==> src/rtl/lsb_pixel_bit_embed_extract_defines.svh <==
// ----------------------------------------------------------------------------
// LSB embed/extract assertion macros
// Shared concurrent assertion forms, clocked on clk and disabled in reset.
// ----------------------------------------------------------------------------
`ifndef LSB_PIXEL_BIT_EMBED_EXTRACT_DEFINES_SVH
`define LSB_PIXEL_BIT_EMBED_EXTRACT_DEFINES_SVH

// condition holds at every edge out of reset
`define LSBE_ASSERT_HOLDS(name, cond, msg) \
    name: assert property (@(posedge clk) disable iff (!rst_n) (cond)) else $error(msg);

// same-cycle implication
`define LSBE_ASSERT_IMPL(name, ante, cons, msg) \
    name: assert property (@(posedge clk) disable iff (!rst_n) (ante) |-> (cons)) \
        else $error(msg);

// next-cycle implication
`define LSBE_ASSERT_NEXT(name, ante, cons, msg) \
    name: assert property (@(posedge clk) disable iff (!rst_n) (ante) |=> (cons)) \
        else $error(msg);

`endif

==> src/rtl/lsbe_pkg.sv <==
// ----------------------------------------------------------------------------
// LSB embed/extract package
// Request codes, register indexes, field widths and the result beat type.
// ----------------------------------------------------------------------------
package lsbe_pkg;

    localparam int CFG_W  = 13;
    localparam int POS_W  = 12;
    localparam int BYTE_W = 8;
    localparam int APB_AW = 3;
    localparam int APB_DW = 32;

    localparam logic [CFG_W-1:0] WIDTH_RESET  = 13'd640;
    localparam logic [CFG_W-1:0] HEIGHT_RESET = 13'd480;

    typedef enum logic [1:0] {
        REQ_EMBED   = 2'd0,
        REQ_EXTRACT = 2'd1,
        REQ_REWIND  = 2'd2,
        REQ_NOP     = 2'd3
    } req_type_t;

    typedef enum logic {
        REG_IMAGE_WIDTH  = 1'b0,
        REG_IMAGE_HEIGHT = 1'b1
    } reg_index_t;

    localparam logic [1:0] CH_RED  = 2'd0;
    localparam logic [1:0] CH_BLUE = 2'd2;

    localparam logic [2:0] LAST_BIT = 3'd7;

    typedef struct packed {
        logic              is_write;
        logic [POS_W-1:0]  pixel_x;
        logic [POS_W-1:0]  pixel_y;
        logic [1:0]        channel;
        logic              bit_value;
        logic              byte_valid;
        logic [BYTE_W-1:0] byte_out;
        logic              exhausted;
        logic              last;
    } result_t;

endpackage

==> src/rtl/lsbe_if.sv <==
// ----------------------------------------------------------------------------
// LSB embed/extract channels
// Request and result valid/ready channels with their payload fields.
// ----------------------------------------------------------------------------
interface lsbe_req_if;
    logic       valid;
    logic       ready;
    logic [1:0] req_type;
    logic [7:0] message_byte;
    logic [7:0] channel_sample;

    modport source (output valid, output req_type, output message_byte,
                    output channel_sample, input ready);
    modport sink   (input valid, input req_type, input message_byte,
                    input channel_sample, output ready);
endinterface

interface lsbe_res_if;
    logic        valid;
    logic        ready;
    logic        is_write;
    logic [11:0] pixel_x;
    logic [11:0] pixel_y;
    logic [1:0]  channel;
    logic        bit_value;
    logic        byte_valid;
    logic [7:0]  byte_out;
    logic        exhausted;
    logic        last;

    modport source (output valid, output is_write, output pixel_x, output pixel_y,
                    output channel, output bit_value, output byte_valid,
                    output byte_out, output exhausted, output last, input ready);
    modport sink   (input valid, input is_write, input pixel_x, input pixel_y,
                    input channel, input bit_value, input byte_valid,
                    input byte_out, input exhausted, input last, output ready);
endinterface

==> src/rtl/lsbe_apb_regs.sv <==
// ----------------------------------------------------------------------------
// LSB embed/extract register file
// APB image size registers with clamped dimensions for the raster walk.
// ----------------------------------------------------------------------------
module lsbe_apb_regs #(
    parameter int MAX_DIM = 4096,
    localparam int CW     = $clog2(MAX_DIM),
    localparam int CMPW   = (CW + 1 > lsbe_pkg::CFG_W) ? CW + 1 : lsbe_pkg::CFG_W
) (
    input  logic                         clk,
    input  logic                         rst_n,
    input  logic                         psel,
    input  logic                         penable,
    input  logic                         pwrite,
    input  logic [lsbe_pkg::APB_AW-1:0]  paddr,
    input  logic [lsbe_pkg::APB_DW-1:0]  pwdata,
    output logic [lsbe_pkg::APB_DW-1:0]  prdata,
    output logic                         pready,
    output logic [CMPW-1:0]              dim_w,
    output logic [CMPW-1:0]              dim_h
);

    localparam logic [CMPW-1:0] DIM_MAX = CMPW'(MAX_DIM);
    localparam logic [CMPW-1:0] DIM_MIN = CMPW'(1);

    logic [lsbe_pkg::CFG_W-1:0] width_reg;
    logic [lsbe_pkg::CFG_W-1:0] height_reg;
    lsbe_pkg::reg_index_t       reg_sel;
    logic                       wr_en;
    logic [CMPW-1:0]            w_ext;
    logic [CMPW-1:0]            h_ext;

    assign pready  = 1'b1;
    assign reg_sel = lsbe_pkg::reg_index_t'(paddr[2]);
    assign wr_en   = psel && penable && pwrite && pready;

    always_ff @(posedge clk or negedge rst_n)
    begin
        if (!rst_n)
        begin
            width_reg  <= lsbe_pkg::WIDTH_RESET;
            height_reg <= lsbe_pkg::HEIGHT_RESET;
        end
        else if (wr_en)
        begin
            unique case (reg_sel)
                lsbe_pkg::REG_IMAGE_WIDTH:  width_reg  <= pwdata[lsbe_pkg::CFG_W-1:0];
                lsbe_pkg::REG_IMAGE_HEIGHT: height_reg <= pwdata[lsbe_pkg::CFG_W-1:0];
                default: ;
            endcase
        end
    end

    always_comb
    begin
        unique case (reg_sel)
            lsbe_pkg::REG_IMAGE_WIDTH:
                prdata = lsbe_pkg::APB_DW'(width_reg);
            lsbe_pkg::REG_IMAGE_HEIGHT:
                prdata = lsbe_pkg::APB_DW'(height_reg);
            default:
                prdata = '0;
        endcase
    end

    assign w_ext = CMPW'(width_reg);
    assign h_ext = CMPW'(height_reg);

    // zero acts as one, oversize acts as MAX_DIM
    always_comb
    begin
        priority if (w_ext == '0)
            dim_w = DIM_MIN;
        else if (w_ext > DIM_MAX)
            dim_w = DIM_MAX;
        else
            dim_w = w_ext;

        priority if (h_ext == '0)
            dim_h = DIM_MIN;
        else if (h_ext > DIM_MAX)
            dim_h = DIM_MAX;
        else
            dim_h = h_ext;
    end

endmodule

==> src/rtl/lsbe_engine.sv <==
// ----------------------------------------------------------------------------
// LSB embed/extract engine
// Request slot, raster cursor state and the one-result-per-cycle step logic, held while the output is full.
// ----------------------------------------------------------------------------
`include "lsb_pixel_bit_embed_extract_defines.svh"

module lsbe_engine #(
    parameter int MAX_DIM = 4096,
    localparam int CW     = $clog2(MAX_DIM),
    localparam int CMPW   = (CW + 1 > lsbe_pkg::CFG_W) ? CW + 1 : lsbe_pkg::CFG_W
) (
    input  logic              clk,
    input  logic              rst_n,
    lsbe_req_if.sink          req,
    input  logic [CMPW-1:0]   dim_w,
    input  logic [CMPW-1:0]   dim_h,
    input  logic              out_space,
    output logic              out_load,
    output lsbe_pkg::result_t out_data
);

    typedef logic [lsbe_pkg::POS_W-1:0] pos_t;

    // request slot
    logic                   slot_v_reg,   slot_v_next;
    lsbe_pkg::req_type_t    slot_req_reg;
    logic [7:0]             slot_msg_reg;
    logic [7:0]             slot_smp_reg;
    logic [2:0]             idx_reg;

    // cursor state
    logic [CW-1:0]          cx_reg,   cx_next;
    logic [CW-1:0]          cy_reg,   cy_next;
    logic [1:0]             ch_reg,   ch_next;
    logic [7:0]             asm_reg,  asm_next;
    logic [2:0]             cnt_reg,  cnt_next;
    logic                   done_reg, done_next;

    logic                   fire;
    logic                   accept;
    logic                   item_end;
    lsbe_pkg::req_type_t    in_req;

    logic [CW-1:0]          adv_cx;
    logic [CW-1:0]          adv_cy;
    logic [1:0]             adv_ch;
    logic                   adv_done;
    logic                   x_more;
    logic                   y_more;
    logic [7:0]             asm_sum;
    lsbe_pkg::result_t      res;

    logic                   embed_fire;
    logic                   rewind_fire;
    logic                   idx_last;
    logic                   state_clear;

    assign in_req   = lsbe_pkg::req_type_t'(req.req_type);
    assign fire     = slot_v_reg && out_space;
    assign item_end = fire && res.last;
    assign req.ready = !slot_v_reg || item_end;
    assign accept   = req.valid && req.ready;
    assign out_load = fire;
    assign out_data = res;

    always_comb
    begin
        slot_v_next = slot_v_reg;
        if (accept && (in_req != lsbe_pkg::REQ_NOP))
            slot_v_next = 1'b1;
        else if (item_end)
            slot_v_next = 1'b0;
    end

    always_ff @(posedge clk or negedge rst_n)
    begin
        if (!rst_n)
        begin
            slot_v_reg <= 1'b0;
            idx_reg    <= '0;
        end
        else
        begin
            slot_v_reg <= slot_v_next;
            if (accept)
                idx_reg <= '0;
            else if (fire)
                idx_reg <= idx_reg + 3'd1;
        end
    end

    always_ff @(posedge clk)
    begin
        if (accept)
        begin
            slot_req_reg <= in_req;
            slot_msg_reg <= req.message_byte;
            slot_smp_reg <= req.channel_sample;
        end
    end

    // raster advance by one channel
    assign x_more = (CMPW'(cx_reg) + CMPW'(1)) < dim_w;
    assign y_more = (CMPW'(cy_reg) + CMPW'(1)) < dim_h;

    always_comb
    begin
        adv_cx   = cx_reg;
        adv_cy   = cy_reg;
        adv_ch   = ch_reg + 2'd1;
        adv_done = done_reg;
        if (ch_reg == lsbe_pkg::CH_BLUE)
        begin
            adv_ch = lsbe_pkg::CH_RED;
            priority if (x_more)
                adv_cx = cx_reg + CW'(1);
            else if (y_more)
            begin
                adv_cx = '0;
                adv_cy = cy_reg + CW'(1);
            end
            else
                adv_done = 1'b1;
        end
    end

    assign asm_sum = asm_reg | (8'(slot_smp_reg[0]) << cnt_reg);

    always_comb
    begin
        cx_next   = cx_reg;
        cy_next   = cy_reg;
        ch_next   = ch_reg;
        asm_next  = asm_reg;
        cnt_next  = cnt_reg;
        done_next = done_reg;

        res            = '0;
        res.pixel_x    = pos_t'(cx_reg);
        res.pixel_y    = pos_t'(cy_reg);
        res.channel    = ch_reg;
        res.exhausted  = done_reg;
        res.last       = 1'b1;

        unique case (slot_req_reg)
            lsbe_pkg::REQ_EMBED:
            begin
                if (!done_reg)
                begin
                    res.is_write  = 1'b1;
                    res.bit_value = slot_msg_reg[idx_reg];
                    res.exhausted = adv_done;
                    res.last      = (idx_reg == lsbe_pkg::LAST_BIT) || adv_done;
                    cx_next       = adv_cx;
                    cy_next       = adv_cy;
                    ch_next       = adv_ch;
                    done_next     = adv_done;
                end
            end
            lsbe_pkg::REQ_EXTRACT:
            begin
                if (!done_reg)
                begin
                    cx_next       = adv_cx;
                    cy_next       = adv_cy;
                    ch_next       = adv_ch;
                    done_next     = adv_done;
                    res.pixel_x   = pos_t'(adv_cx);
                    res.pixel_y   = pos_t'(adv_cy);
                    res.channel   = adv_ch;
                    res.exhausted = adv_done;
                    priority if (cnt_reg == lsbe_pkg::LAST_BIT)
                    begin
                        res.byte_valid = 1'b1;
                        res.byte_out   = asm_sum;
                        asm_next       = '0;
                        cnt_next       = '0;
                    end
                    else if (adv_done)
                    begin
                        asm_next = '0;
                        cnt_next = '0;
                    end
                    else
                    begin
                        asm_next = asm_sum;
                        cnt_next = cnt_reg + 3'd1;
                    end
                end
            end
            lsbe_pkg::REQ_REWIND:
            begin
                cx_next       = '0;
                cy_next       = '0;
                ch_next       = lsbe_pkg::CH_RED;
                asm_next      = '0;
                cnt_next      = '0;
                done_next     = 1'b0;
                res.pixel_x   = '0;
                res.pixel_y   = '0;
                res.channel   = lsbe_pkg::CH_RED;
                res.exhausted = 1'b0;
            end
            default: ;
        endcase
    end

    always_ff @(posedge clk or negedge rst_n)
    begin
        if (!rst_n)
        begin
            cx_reg   <= '0;
            cy_reg   <= '0;
            ch_reg   <= lsbe_pkg::CH_RED;
            asm_reg  <= '0;
            cnt_reg  <= '0;
            done_reg <= 1'b0;
        end
        else if (fire)
        begin
            cx_reg   <= cx_next;
            cy_reg   <= cy_next;
            ch_reg   <= ch_next;
            asm_reg  <= asm_next;
            cnt_reg  <= cnt_next;
            done_reg <= done_next;
        end
    end

    assign embed_fire  = fire && (slot_req_reg == lsbe_pkg::REQ_EMBED);
    assign rewind_fire = fire && (slot_req_reg == lsbe_pkg::REQ_REWIND);
    assign idx_last    = idx_reg == lsbe_pkg::LAST_BIT;
    assign state_clear = !done_reg && (cnt_reg == '0) && (cx_reg == '0) && (cy_reg == '0);

    `LSBE_ASSERT_HOLDS(a_ch_legal, ch_reg != 2'd3, "channel index out of range")
    `LSBE_ASSERT_IMPL(a_embed_ends, embed_fire && idx_last, res.last, "embed ran past eighth bit")
    `LSBE_ASSERT_NEXT(a_done_sticky, done_reg && !rewind_fire, done_reg, "exhausted flag dropped")
    `LSBE_ASSERT_NEXT(a_rewind_clears, rewind_fire, state_clear, "rewind left state")

endmodule

==> src/rtl/lsbe_out_reg.sv <==
// ----------------------------------------------------------------------------
// LSB embed/extract output register
// Holds one result beat until the sink takes it.
// ----------------------------------------------------------------------------
module lsbe_out_reg (
    input  logic              clk,
    input  logic              rst_n,
    input  logic              load,
    input  lsbe_pkg::result_t data,
    output logic              space,
    lsbe_res_if.source        res
);

    logic              valid_reg, valid_next;
    lsbe_pkg::result_t data_reg;

    assign space = !valid_reg || res.ready;

    always_comb
    begin
        valid_next = valid_reg;
        if (load)
            valid_next = 1'b1;
        else if (res.ready)
            valid_next = 1'b0;
    end

    always_ff @(posedge clk or negedge rst_n)
    begin
        if (!rst_n)
            valid_reg <= 1'b0;
        else
            valid_reg <= valid_next;
    end

    always_ff @(posedge clk)
    begin
        if (load)
            data_reg <= data;
    end

    assign res.valid      = valid_reg;
    assign res.is_write   = data_reg.is_write;
    assign res.pixel_x    = data_reg.pixel_x;
    assign res.pixel_y    = data_reg.pixel_y;
    assign res.channel    = data_reg.channel;
    assign res.bit_value  = data_reg.bit_value;
    assign res.byte_valid = data_reg.byte_valid;
    assign res.byte_out   = data_reg.byte_out;
    assign res.exhausted  = data_reg.exhausted;
    assign res.last       = data_reg.last;

endmodule

==> src/rtl/lsb_pixel_bit_embed_extract.sv <==
// ----------------------------------------------------------------------------
// LSB pixel bit embed/extract
// Raster LSB cursor over an RGB image: embeds message bytes as channel
// writes and assembles extracted bytes from channel samples.
// ----------------------------------------------------------------------------
//  channel | dir | beat
//  req     | in  | req_type, message_byte, channel_sample
//  res     | out | is_write, pixel_x, pixel_y, channel, bit_value,
//          |     | byte_valid, byte_out, exhausted, last
//  apb     | in  | image_width @0x0, image_height @0x4
//
//  Extract and rewind: one result beat per request, back to back.
//  Embed: one write beat per cycle while res accepts, eight beats per byte,
//  set by the single cursor advance per cycle; fewer when the image runs out.
//  Unused request code: accepted, no result.
//  A stalled res holds its beat and freezes the slot; req is taken only
//  when the slot is empty or its last beat leaves.
//  Reset clears cursor, partial byte and exhausted flag; size 640 x 480.
// ----------------------------------------------------------------------------
module lsb_pixel_bit_embed_extract #(
    parameter int MAX_DIM = 4096
) (
    input  logic                         clk,
    input  logic                         rst_n,
    lsbe_req_if.sink                     req,
    lsbe_res_if.source                   res,
    input  logic                         psel,
    input  logic                         penable,
    input  logic                         pwrite,
    input  logic [lsbe_pkg::APB_AW-1:0]  paddr,
    input  logic [lsbe_pkg::APB_DW-1:0]  pwdata,
    output logic [lsbe_pkg::APB_DW-1:0]  prdata,
    output logic                         pready
);

    localparam int CW   = $clog2(MAX_DIM);
    localparam int CMPW = (CW + 1 > lsbe_pkg::CFG_W) ? CW + 1 : lsbe_pkg::CFG_W;

    logic [CMPW-1:0]   dim_w;
    logic [CMPW-1:0]   dim_h;
    logic              out_space;
    logic              out_load;
    lsbe_pkg::result_t out_data;

    lsbe_apb_regs #(
        .MAX_DIM (MAX_DIM)
    ) u_regs (
        .clk     (clk),
        .rst_n   (rst_n),
        .psel    (psel),
        .penable (penable),
        .pwrite  (pwrite),
        .paddr   (paddr),
        .pwdata  (pwdata),
        .prdata  (prdata),
        .pready  (pready),
        .dim_w   (dim_w),
        .dim_h   (dim_h)
    );

    lsbe_engine #(
        .MAX_DIM (MAX_DIM)
    ) u_engine (
        .clk       (clk),
        .rst_n     (rst_n),
        .req       (req),
        .dim_w     (dim_w),
        .dim_h     (dim_h),
        .out_space (out_space),
        .out_load  (out_load),
        .out_data  (out_data)
    );

    lsbe_out_reg u_out (
        .clk   (clk),
        .rst_n (rst_n),
        .load  (out_load),
        .data  (out_data),
        .space (out_space),
        .res   (res)
    );

endmodule

==> src/flat_wrapper.sv <==
// flat-port wrapper written by rule: the top's interface ports become plain ports
module lsb_pixel_bit_embed_extract_flat 
#(
    parameter int MAX_DIM = 4096
)
  (clk, rst_n, psel, penable, pwrite, paddr, pwdata, prdata, pready, req_valid, req_req_type, req_message_byte, req_channel_sample, req_ready, res_valid, res_is_write, res_pixel_x, res_pixel_y, res_channel, res_bit_value, res_byte_valid, res_byte_out, res_exhausted, res_last, res_ready);
  lsbe_req_if req_i ();
  lsbe_res_if res_i ();
  input  logic clk;
  input  logic rst_n;
  input  logic psel;
  input  logic penable;
  input  logic pwrite;
  input  logic [lsbe_pkg::APB_AW-1:0] paddr;
  input  logic [lsbe_pkg::APB_DW-1:0] pwdata;
  output logic [lsbe_pkg::APB_DW-1:0] prdata;
  output logic pready;
  input wire logic [$bits(req_i.valid)-1:0] req_valid;
  input wire logic [$bits(req_i.req_type)-1:0] req_req_type;
  input wire logic [$bits(req_i.message_byte)-1:0] req_message_byte;
  input wire logic [$bits(req_i.channel_sample)-1:0] req_channel_sample;
  output wire logic [$bits(req_i.ready)-1:0] req_ready;
  output wire logic [$bits(res_i.valid)-1:0] res_valid;
  output wire logic [$bits(res_i.is_write)-1:0] res_is_write;
  output wire logic [$bits(res_i.pixel_x)-1:0] res_pixel_x;
  output wire logic [$bits(res_i.pixel_y)-1:0] res_pixel_y;
  output wire logic [$bits(res_i.channel)-1:0] res_channel;
  output wire logic [$bits(res_i.bit_value)-1:0] res_bit_value;
  output wire logic [$bits(res_i.byte_valid)-1:0] res_byte_valid;
  output wire logic [$bits(res_i.byte_out)-1:0] res_byte_out;
  output wire logic [$bits(res_i.exhausted)-1:0] res_exhausted;
  output wire logic [$bits(res_i.last)-1:0] res_last;
  input wire logic [$bits(res_i.ready)-1:0] res_ready;
  assign req_i.valid = req_valid;
  assign req_i.req_type = req_req_type;
  assign req_i.message_byte = req_message_byte;
  assign req_i.channel_sample = req_channel_sample;
  assign req_ready = req_i.ready;
  assign res_valid = res_i.valid;
  assign res_is_write = res_i.is_write;
  assign res_pixel_x = res_i.pixel_x;
  assign res_pixel_y = res_i.pixel_y;
  assign res_channel = res_i.channel;
  assign res_bit_value = res_i.bit_value;
  assign res_byte_valid = res_i.byte_valid;
  assign res_byte_out = res_i.byte_out;
  assign res_exhausted = res_i.exhausted;
  assign res_last = res_i.last;
  assign res_i.ready = res_ready;
  lsb_pixel_bit_embed_extract #(.MAX_DIM(MAX_DIM)) u_core (.clk(clk), .rst_n(rst_n), .req(req_i), .res(res_i), .psel(psel), .penable(penable), .pwrite(pwrite), .paddr(paddr), .pwdata(pwdata), .prdata(prdata), .pready(pready));
endmodule
==> config.mk <==
export PLATFORM = sky130hd
export DESIGN_NAME = lsb_pixel_bit_embed_extract_flat
export DESIGN_NICKNAME = d
export VERILOG_FILES = /design/src/rtl/lsbe_pkg.sv /design/src/rtl/lsbe_if.sv /design/src/rtl/lsbe_apb_regs.sv /design/src/rtl/lsbe_engine.sv /design/src/rtl/lsbe_out_reg.sv /design/src/rtl/lsb_pixel_bit_embed_extract.sv /design/src/flat_wrapper.sv
export VERILOG_INCLUDE_DIRS = /design/src /design/src/rtl
export SDC_FILE = /design/constraint.sdc
export NUM_CORES = 1
export LEC_CHECK = 0
export ABC_AREA = 1
export BUFFER_PORTS_ARGS = -buffer_cell sky130_fd_sc_hd__buf_2
export CAP_MARGIN = 20
export CORE_UTILIZATION = 45
export CTS_CLUSTER_DIAMETER = 40
export DETAILED_ROUTE_END_ITERATION = 10
export PLACE_DENSITY = 0.77
export SETUP_SLACK_MARGIN = 0.02
export SKIP_LAST_GASP = 1
export SYNTH_ARGS = -nofsm -noshare
export SYNTH_HDL_FRONTEND = slang
export SYNTH_SLANG_ARGS = --single-unit
==> constraint.sdc <==
create_clock -name clk -period 4.5 [get_ports clk]
set_input_delay 0.225 -clock clk [delete_from_list [all_inputs] [get_ports clk]]
set_output_delay 0.225 -clock clk [all_outputs]
set_load 0.005 [all_outputs]
[Yosys cells after proc, flatten, opt, wreduce, memory -nomap -nowiden]
Index checks and enable logic that the tools add are counted.
Widths: inputs -> output; s select.
Storage, ports and cells
  register bits: 119
  input port bits: 60
  output and inout port bits: 74
  logic and storage cells: 124
Operators by class
  add/sub/neg operators: 7
  magnitude comparators: 5
  equality and inequality tests: 8
  shift operators: 1
  muxes and demuxes: 47
  bitwise operators: 5
  reductions and logical operators: 28
Operators with widths (number)
  $mux 12: 8
  $pmux 32 s2: 1
  $mux 13: 4
  $pmux 26 s2: 1
  $pmux 12 s2: 2
  $add 12x1->13 const B: 2
  $gt 13x13->1 const B: 2
  $logic_not 13->1: 2
  $lt 13x13->1: 2
  $mux 26: 1
  $add 12x1->12 const B: 2
  $mux 8: 3
  $pmux 8 s2: 1
  $mux 3: 5
  $mux 1: 12
  $reduce_bool 2->1: 5
  $mux 9: 1
  $or 8x8->8: 1
  $shl 1x3->8: 1
  $add 3x1->3 const B: 2
  $eq 3x3->1 const B: 2
  $logic_and 1x1->1: 6
  $mux 2: 3
  $ne 2x2->1 const B: 3
  other kinds (17): 29

[Longest topological paths before layout]
Gate-level depths: netlist of run 1.
  depth in word-level cells: 15
  gate-level depth with buffers: 21
  depth with buffers taken out: 21

[Hierarchy]
Synthesis of run 1 repeated with hierarchy kept, for this count alone.
Second synthesis, totals
  cell total of the unflattened synthesis: 919
  area total of the unflattened synthesis: 7320.8 µm²
Modules (own cells, without submodules)
  lsbe_engine: times used 1, cells an instance 644, area each 4403.0 µm², sequential area each 1381.3 µm²
  lsbe_apb_regs: times used 1, cells an instance 231, area each 1701.6 µm², sequential area each 658.1 µm²
  lsbe_out_reg: times used 1, cells an instance 44, area each 1216.2 µm², sequential area each 1196.1 µm²

[Worst setup path before layout of run 1]
Ideal clock, no wire load.
  path kind: reg-to-reg
  from: register u_core.u_engine.cy_reg[0]
  to: register u_core.u_engine.slot_msg_reg[0], enable pin
  setup time: 0.396 ns
  arrival: 3.284 ns
  data required time: 4.104 ns
  setup slack: 0.820 ns
  cell stages (with the launch flop): 18
  buffers on the path: 0
  period minus slack after synthesis: 3.680 ns
  cells stage by stage: dfrtp_1 -> ha_1 -> nand2_1 -> nor2_1 -> nand3_1 -> nor3_1 -> xor2_1 -> inv_1 -> ha_1 -> nand2_1 -> o21ai_0 -> nand2_1 -> o211a_1 -> nand2_1 -> nand3_2 -> nand2_1 -> nand2_1 -> a21boi_0
RTL lines
  start, declared: RTL line lsbe_engine.sv:33  | logic [CW-1:0] cy_reg, cy_next;
  start signal, assigned: RTL line lsbe_engine.sv:222  | cy_reg <= cy_next;
  end signal, assigned: RTL line lsbe_engine.sv:97  | slot_msg_reg <= req.message_byte;
  end, declared: RTL line lsbe_engine.sv:27  | logic [7:0] slot_msg_reg;

==> qor.csv, run 1 <==
metric,value,unit
Async SR Flop Fraction,58.0,%
clk slew on worst S/H paths,0.05,ns
Post-synth EDFFs,50,
die height,124,um
Final HPWL DP,10000,um
"setup slack, reg-to-reg",0.70,ns
Final period util,84.5,%
total power,4440,uW
Initial Util,45.9,%
die area,15300,um2
DR WL/cell,13.4,um
first-pass GRT wire length,23800,um
Tightest Pin Transition,0.950,ns
Psw,1580,uW
WP data arrival,3.92,ns
core box area,14500,um2
Flop pwr share,37.2,%
# resized after CTS,0,
Syn Std Cell Area,6650,um2
GRT Total Usage,20.5,%
Syn Area/Cell,8.41,um2
via count,5453,
input/output buffers,85,
Yosys cell types,38,
pwr dens,561,nW/um2
WHS,0.0497,ns
most frequent cells in the layout,"nand2_1, inv_1, buf_2",
Final Skew,0.0119,ns
RSZ-0062 raised after global routing,false,
TritonCTS Sinks,119,
largest net degree at the start of global routing,42,
H-tree levels,4,
row cnt,44,
power share of the clock group,31.6,%
Yosys warnings,0,
Die X,124,um
Tmin final,3.80,ns
maxcap violations,0,
max_slew headroom,36.7,%
"Net count, final",987,
Pre-Repair DR Iteration Count,5,
setup violators final,0,
Setup TNS,0,ns
Leak,0.00388,uW
gpl congestion,0.855,
clock tree buffer depth,2,
Inserted Clock Buffers,17,
status,"finished, final reports clean",
Synth Register Bits,119,
vias per cell,5.00,
antenna fix cells,0,
post-route ant nets,0,
CP Max Fanout,9,
final hold vios,0,
CP Capture Type,register,
Comb pwr share,31.2,%
"Primary FF master, synth",dfrtp_1,
fin. max-slew vios,0,
initial antenna violation count,0,
Worst EP required,4.62,ns
Crit Path Class,reg -> reg,
Switching Share,35.5,%
GR Overflow Total,0,
maximum clock frequency,0.263,GHz
vias in the first global route,5020,
boundary pin count,134,
Power Internal,2860,uW
sequential-to-total area share from yosys stat,48.6,%
Routed WL,14600,um
"commonest non-fill, non-tap cell in the layout",nand2_1,
CP startpoint kind,register,
Syn-to-layout area delta,19.1,%
DRC,0,
post-synthesis cell count,791,
worst vdd ir,0.000352,V
Skew-Pair Late Insertion Delay,0.42,ns
Hold Crit Class,in -> reg,
root buf cell,clkbuf_16,
drt initial violations,371,
CTS tree,yes,
share of layout cells above drive strength 1,17.9,%
[path summary, 6_finish.rpt]
kind,start,end,cells past startpoint
worst max-delay path,u_core.u_engine.cy_reg[0]$_DFFE_PN0P_,u_core.u_engine.slot_msg_reg[6]$_DFFE_PP_,19
worst min-delay path,pwdata[6],u_core.u_regs.h_ext[6]$_DFFE_PN1P_,3
worst max register to register,u_core.u_engine.cy_reg[0]$_DFFE_PN0P_,u_core.u_engine.slot_msg_reg[6]$_DFFE_PP_,19
worst min register to register,u_core.u_engine.cx_reg[10]$_DFFE_PN0P_,u_core.u_engine.cx_reg[10]$_DFFE_PN0P_,2
max in group asynchronous,rst_n,u_core.u_regs.w_ext[9]$_DFFE_PN1P_,3
min in group asynchronous,rst_n,u_core.u_regs.w_ext[1]$_DFFE_PN0P_,2
[cell type report]
type                       instances  area, um2
timing repair buffer             103        591
clock inverter                    14        183
tap                              184        230
clock buffer                      18        429
sequential                       119       3240
fill                            1302       6560
multi-input combinational        560       2910
inverter                          92        345
[per-layer routing]
layer	GRT usage [%]	vias to the layer above	routed length [um]	share of wire (%)
li1	-	2745	-	-
met1	26.8	2542	6720	46
met2	32.3	139	6920	47
met3	4.76	27	556	3.8
met4	9.26	0	377	2.6
met5	0	-	0	0
[repair_timing]
action | 4_1_cts | 5_1_grt
buffers inserted | 0 | 0
hold buffers | 12 | 0
endpoints found under the hold margin | 46 | 0
[cells in the mapped netlist, types with 6 or more instances]
library cell	number	area, um2
o21ai_1	20	100
buf_4	21	158
inv_2	6	22.5
xor2_1	19	166
nand2_1	244	916
ha_1	34	425
nor2_1	49	184
edfxtp_1	50	1500
nand3_1	36	180
clkbuf_1	14	52.6
nor3_1	12	60.1
dfrtp_1	63	1580
o21ai_0	58	290
a21oi_1	21	105
inv_1	86	323
dfstp_2	6	158
a21oi_2	9	78.8
[power groups by stage]
stage / Clock [uW] / Combinational (uW) / Sequential [uW]
2_1_floorplan: 0 / 972 / 1630
3_3_place_gp: 0 / 1320 / 1650
3_5_place_dp: 0 / 1360 / 1660
4_1_cts: 1420 / 1380 / 1650
5_1_grt: 1470 / 1600 / 1690
6_report: 1400 / 1390 / 1650
[per-stage QoR]
stage               cells  setup slack (ns)  instance area (um2)  utilization [%]
floorplan             809             0.820                 6720                -
global placement     1046             0.905                 7190             49.7
detailed placement   1046             0.834                 7190             49.7
CTS                  1090             0.728                 7920             54.7
global route         1090             0.276                 7920             54.7
finish               1090             0.698                 7920             54.7
[worst max-delay path: stages (launching register included)]
cell and delay [ns]:
dfrtp_1 0.43, nand3_1 0.16, nor3_1 0.35, nand3_1 0.19, nor2_1 0.17, nand4_1 0.11
xor2_1 0.21, inv_1 0.07, ha_1 0.27, nand2_1 0.06, inv_1 0.05, nand3_1 0.08
nor3_1 0.19, nand2_2 0.11, nand2_1 0.10, nand3_2 0.11, nand2_1 0.10, nand2_1 0.08
a21boi_0 0.38, buf_4 0.27
[cells by family (layout without fill, tap and decap cells)]
group           Yosys count  after routing  synth area share [%]
xor+xnor                 19             19                  2.50
simple gates            359            359                  22.7
fa+ha+maj                34             34                  6.39
buf+inv                 130            227                  8.67
compound gates          128            128                  11.0
other cells               2             20                 0.113
flops                   119            119                  48.6
No activity file was read; power rests on OpenSTA's default activity.
==> inputs of run 2 (changes only) <==
- PLACE_DENSITY: 0.77 -> 0.8
- clock period: 4.5 -> 3.4 ns (I/O delays scaled with it)
==> run 2 against run 1 <==
The flow now finishes with violations (setup timing). Clock power increased by 26%. Critical path depth increased by 1. Largest cell class unchanged. Setup slack got worse by 0.80 ns. Largest power group unchanged. Combinational power increased by 54%. Sequential share of layout area decreased by 2.3 points. Cell count increased by 3.1%. Total power increased by 38%. Design area increased by 5.9%. Wire length increased by 14%. Utilization increased by 3.2 points.
==> qor.csv, run 2 (synthesis gave the netlist of run 1 again) <==
metric,value,unit,change
status,finished with violations,,
violations in the final reports,setup timing,,
drt initial violations,442,,+19%
root buf cell,clkbuf_16,,
Pre-Repair DR Iteration Count,5,,unchanged
worst-case hold path end point,u_core.u_regs.h_ext[2]$_DFFE_PN0P_,,
"Net count, final",1020,,+3.3%
Syn-to-layout area delta,26.1,%,
Setup WS pre-CTS,0.0292,ns,-0.804 ns
via count,5876,,+7.8%
share of layout cells above drive strength 1,24.5,%,+6.6 points
Tightest Pin Transition,0.920,ns,-0.0300 ns
setup violators final,16,,+16
Final HPWL DP,10400,um,+3.8%
fin. max-slew vios,0,,unchanged
clk slew on worst S/H paths,0.06,ns,about the same
Worst Min Path Start,pwdata[2],,
DR WL/cell,14.8,um,+11%
CP startpoint kind,register,,
Post-Route Utilization,58.0,%,+3.2 points
worst setup margin,-0.106,ns,-0.804 ns
clock tree buffer depth,2,,unchanged
WP data arrival,3.34,ns,-0.58 ns
Psw,2280,uW,+45%
die height,124,um,unchanged
row cnt,44,,unchanged
CP Max Fanout,3,,-6
Leak,0.00410,uW,+5.7%
pwr dens,729,nW/um2,+30%
Comb pwr share,35.0,%,+3.8 points
Final period util,103,%,
post-route ant nets,0,,unchanged
most frequent cells in the layout,"nand2_1, inv_1, buf_2",,
initial antenna violation count,0,,unchanged
largest net degree at the start of global routing,40,,-4.8%
first-pass GRT wire length,25400,um,+6.3%
Switching Share,37.4,%,+1.8 points
die area,15300,um2,unchanged
max_slew headroom,38.7,%,+2.0 points
Initial Util,45.9,%,unchanged
Skew-Pair Late Insertion Delay,0.42,ns,about the same
CP Capture Type,output port,,
placed cell area,7260,um2,+1.0%
gpl congestion,0.837,,-2.1%
"commonest non-fill, non-tap cell in the layout",nand2_1,,
Setup TNS,-0.603,ns,-0.603 ns
RSZ-0062 raised after global routing,true,,
fillers,1197,,-8.1%
boundary pin count,134,,unchanged
maximum clock frequency,0.285,GHz,
input/output buffers,85,,unchanged
Tmin final,3.51,ns,
"setup slack, reg-to-reg",-0.07,ns,-0.77 ns
GR Overflow Total,0,,unchanged
H-tree levels,4,,unchanged
final hold vios,0,,unchanged
worst r2r src,u_core.u_engine.cx_reg[0]$_DFFE_PN0P_,,
Routed WL,16600,um,+14%
Power Internal,3830,uW,+34%
Hold Crit Class,in -> reg,,
design area,8390,um2,+5.9%
vias in the first global route,5452,,+8.6%
worst vdd ir,0.000427,V,+21%
TritonCTS Sinks,119,,unchanged
Crit Path Class,reg -> out,,
hold path cells,3,,unchanged
Final Skew,0.0155,ns,+0.00352 ns
DRC,0,,unchanged
maxcap violations,0,,unchanged
power share of the clock group,28.9,%,-2.7 points
reg2reg end,u_core.u_out.res.pixel_y[8]$_DFFE_PP_,,
R2R depth,21,,+2
CTS tree,yes,,
Inserted Clock Buffers,17,,unchanged
vias per cell,5.23,,+4.5%
Die X,124,um,unchanged
Flop pwr share,36.1,%,-1.1 points
Worst EP required,3.23,ns,-1.39 ns
GRT Total Usage,21.6,%,+1.1 points
core box area,14500,um2,unchanged
-- run 2: changes by cell type in the layout (fill, tap and decap cells not counted), sizes merged --
cell / change
inv: -1
clkbuf: +4
bufinv: -2
clkinvlp: -1
clkinv: +2
buf: +29
dlygate4sd3: +2
diode: +1
-- run 2: metal layers --
layer	vias to the layer above	GRT usage (%)	share of wire [%]	routed length, um
met5	-	0	0	0
met4	0	9.34	2.9	474
met3	46	4.12	5.1	849
met2	209	37.0	51	8450
met1	2806	26.5	41	6850
li1	2815	-	-	-
-- run 2: timing repair --
item,in CTS,in global routing
hold buffers,14,0
buffers inserted,10,8
resized for setup,15,48
endpoints found under the hold margin,49,0
setup endpoints to repair,11,61
gates cloned,0,3
pin swaps,9,22
-- run 2: power by group through the flow --
stage          Sequential, uW  Clock [uW]  Combinational [uW]
3_3_place_gp             2180           0                1800
3_5_place_dp             2190           0                1860
4_1_cts                  2190        1790                1960
5_1_grt                  2240        1850                2420
6_report                 2210        1770                2140
2_1_floorplan            2150           0                1290
-- run 2: worst max-delay path, stage by stage, from the launching register on --
cell     delay [ns]
dfrtp_2        0.42
nand3_2        0.11
nor3_2         0.24
nand2_1        0.13
nor2_4         0.15
nand3_2        0.10
nor3_2         0.18
xor2_1         0.21
inv_1          0.07
ha_1           0.28
nand2_1        0.06
inv_1          0.06
nand3_2        0.07
nor3_2         0.19
nand2_2        0.10
nand2_4        0.09
nand3_4        0.09
nand2_4        0.12
nand2_4        0.06
nand2_2        0.09
buf_6          0.10
-- run 2: worst max-delay path by stage --
stage	from	slack [ns]	to
floorplan	u_core.u_engine.cy_reg[0]$_DFFE_PN0P_	0.02	u_core.u_engine.slot_msg_reg[0]$_DFFE_PP_
global placement	u_core.u_engine.cx_reg[0]$_DFFE_PN0P_	0.12	u_core.u_engine.slot_msg_reg[0]$_DFFE_PP_
detailed placement	u_core.u_engine.cx_reg[0]$_DFFE_PN0P_	0.03	u_core.u_engine.slot_msg_reg[0]$_DFFE_PP_
CTS	u_core.u_engine.cy_reg[2]$_DFFE_PN0P_	0.03	req_ready
global route	u_core.u_engine.cx_reg[1]$_DFFE_PN0P_	-0.30	u_core.u_out.res.pixel_y[8]$_DFFE_PP_
finish	u_core.u_engine.cx_reg[0]$_DFFE_PN0P_	-0.11	req_ready
-- run 2: through the flow --
stage | hold WS [ns] | power (uW) | cells
after floorplan | -0.126 | 3440 | 809
final | 0.0171 | 6110 | 1124
after global placement | 0.347 | 3980 | 1056
after detailed placement | 0.349 | 4060 | 1056
after global routing | 0.0328 | 6520 | 1123
after CTS | 0.0144 | 5930 | 1112
-- run 2: cell type report --
class                   instances  area (um2)  area share [%]
clock inverters                11         125            1.49
repair inverters                1        5.00          0.0596
flip-flops and latches        119        3240            38.6
multi-input cells             560        3100            36.9
well taps                     184         230            2.74
diodes                          1        2.50          0.0298
repair buffers                135         878            10.5
inverters                      92         355            4.24
clock buffers                  21         460            5.49
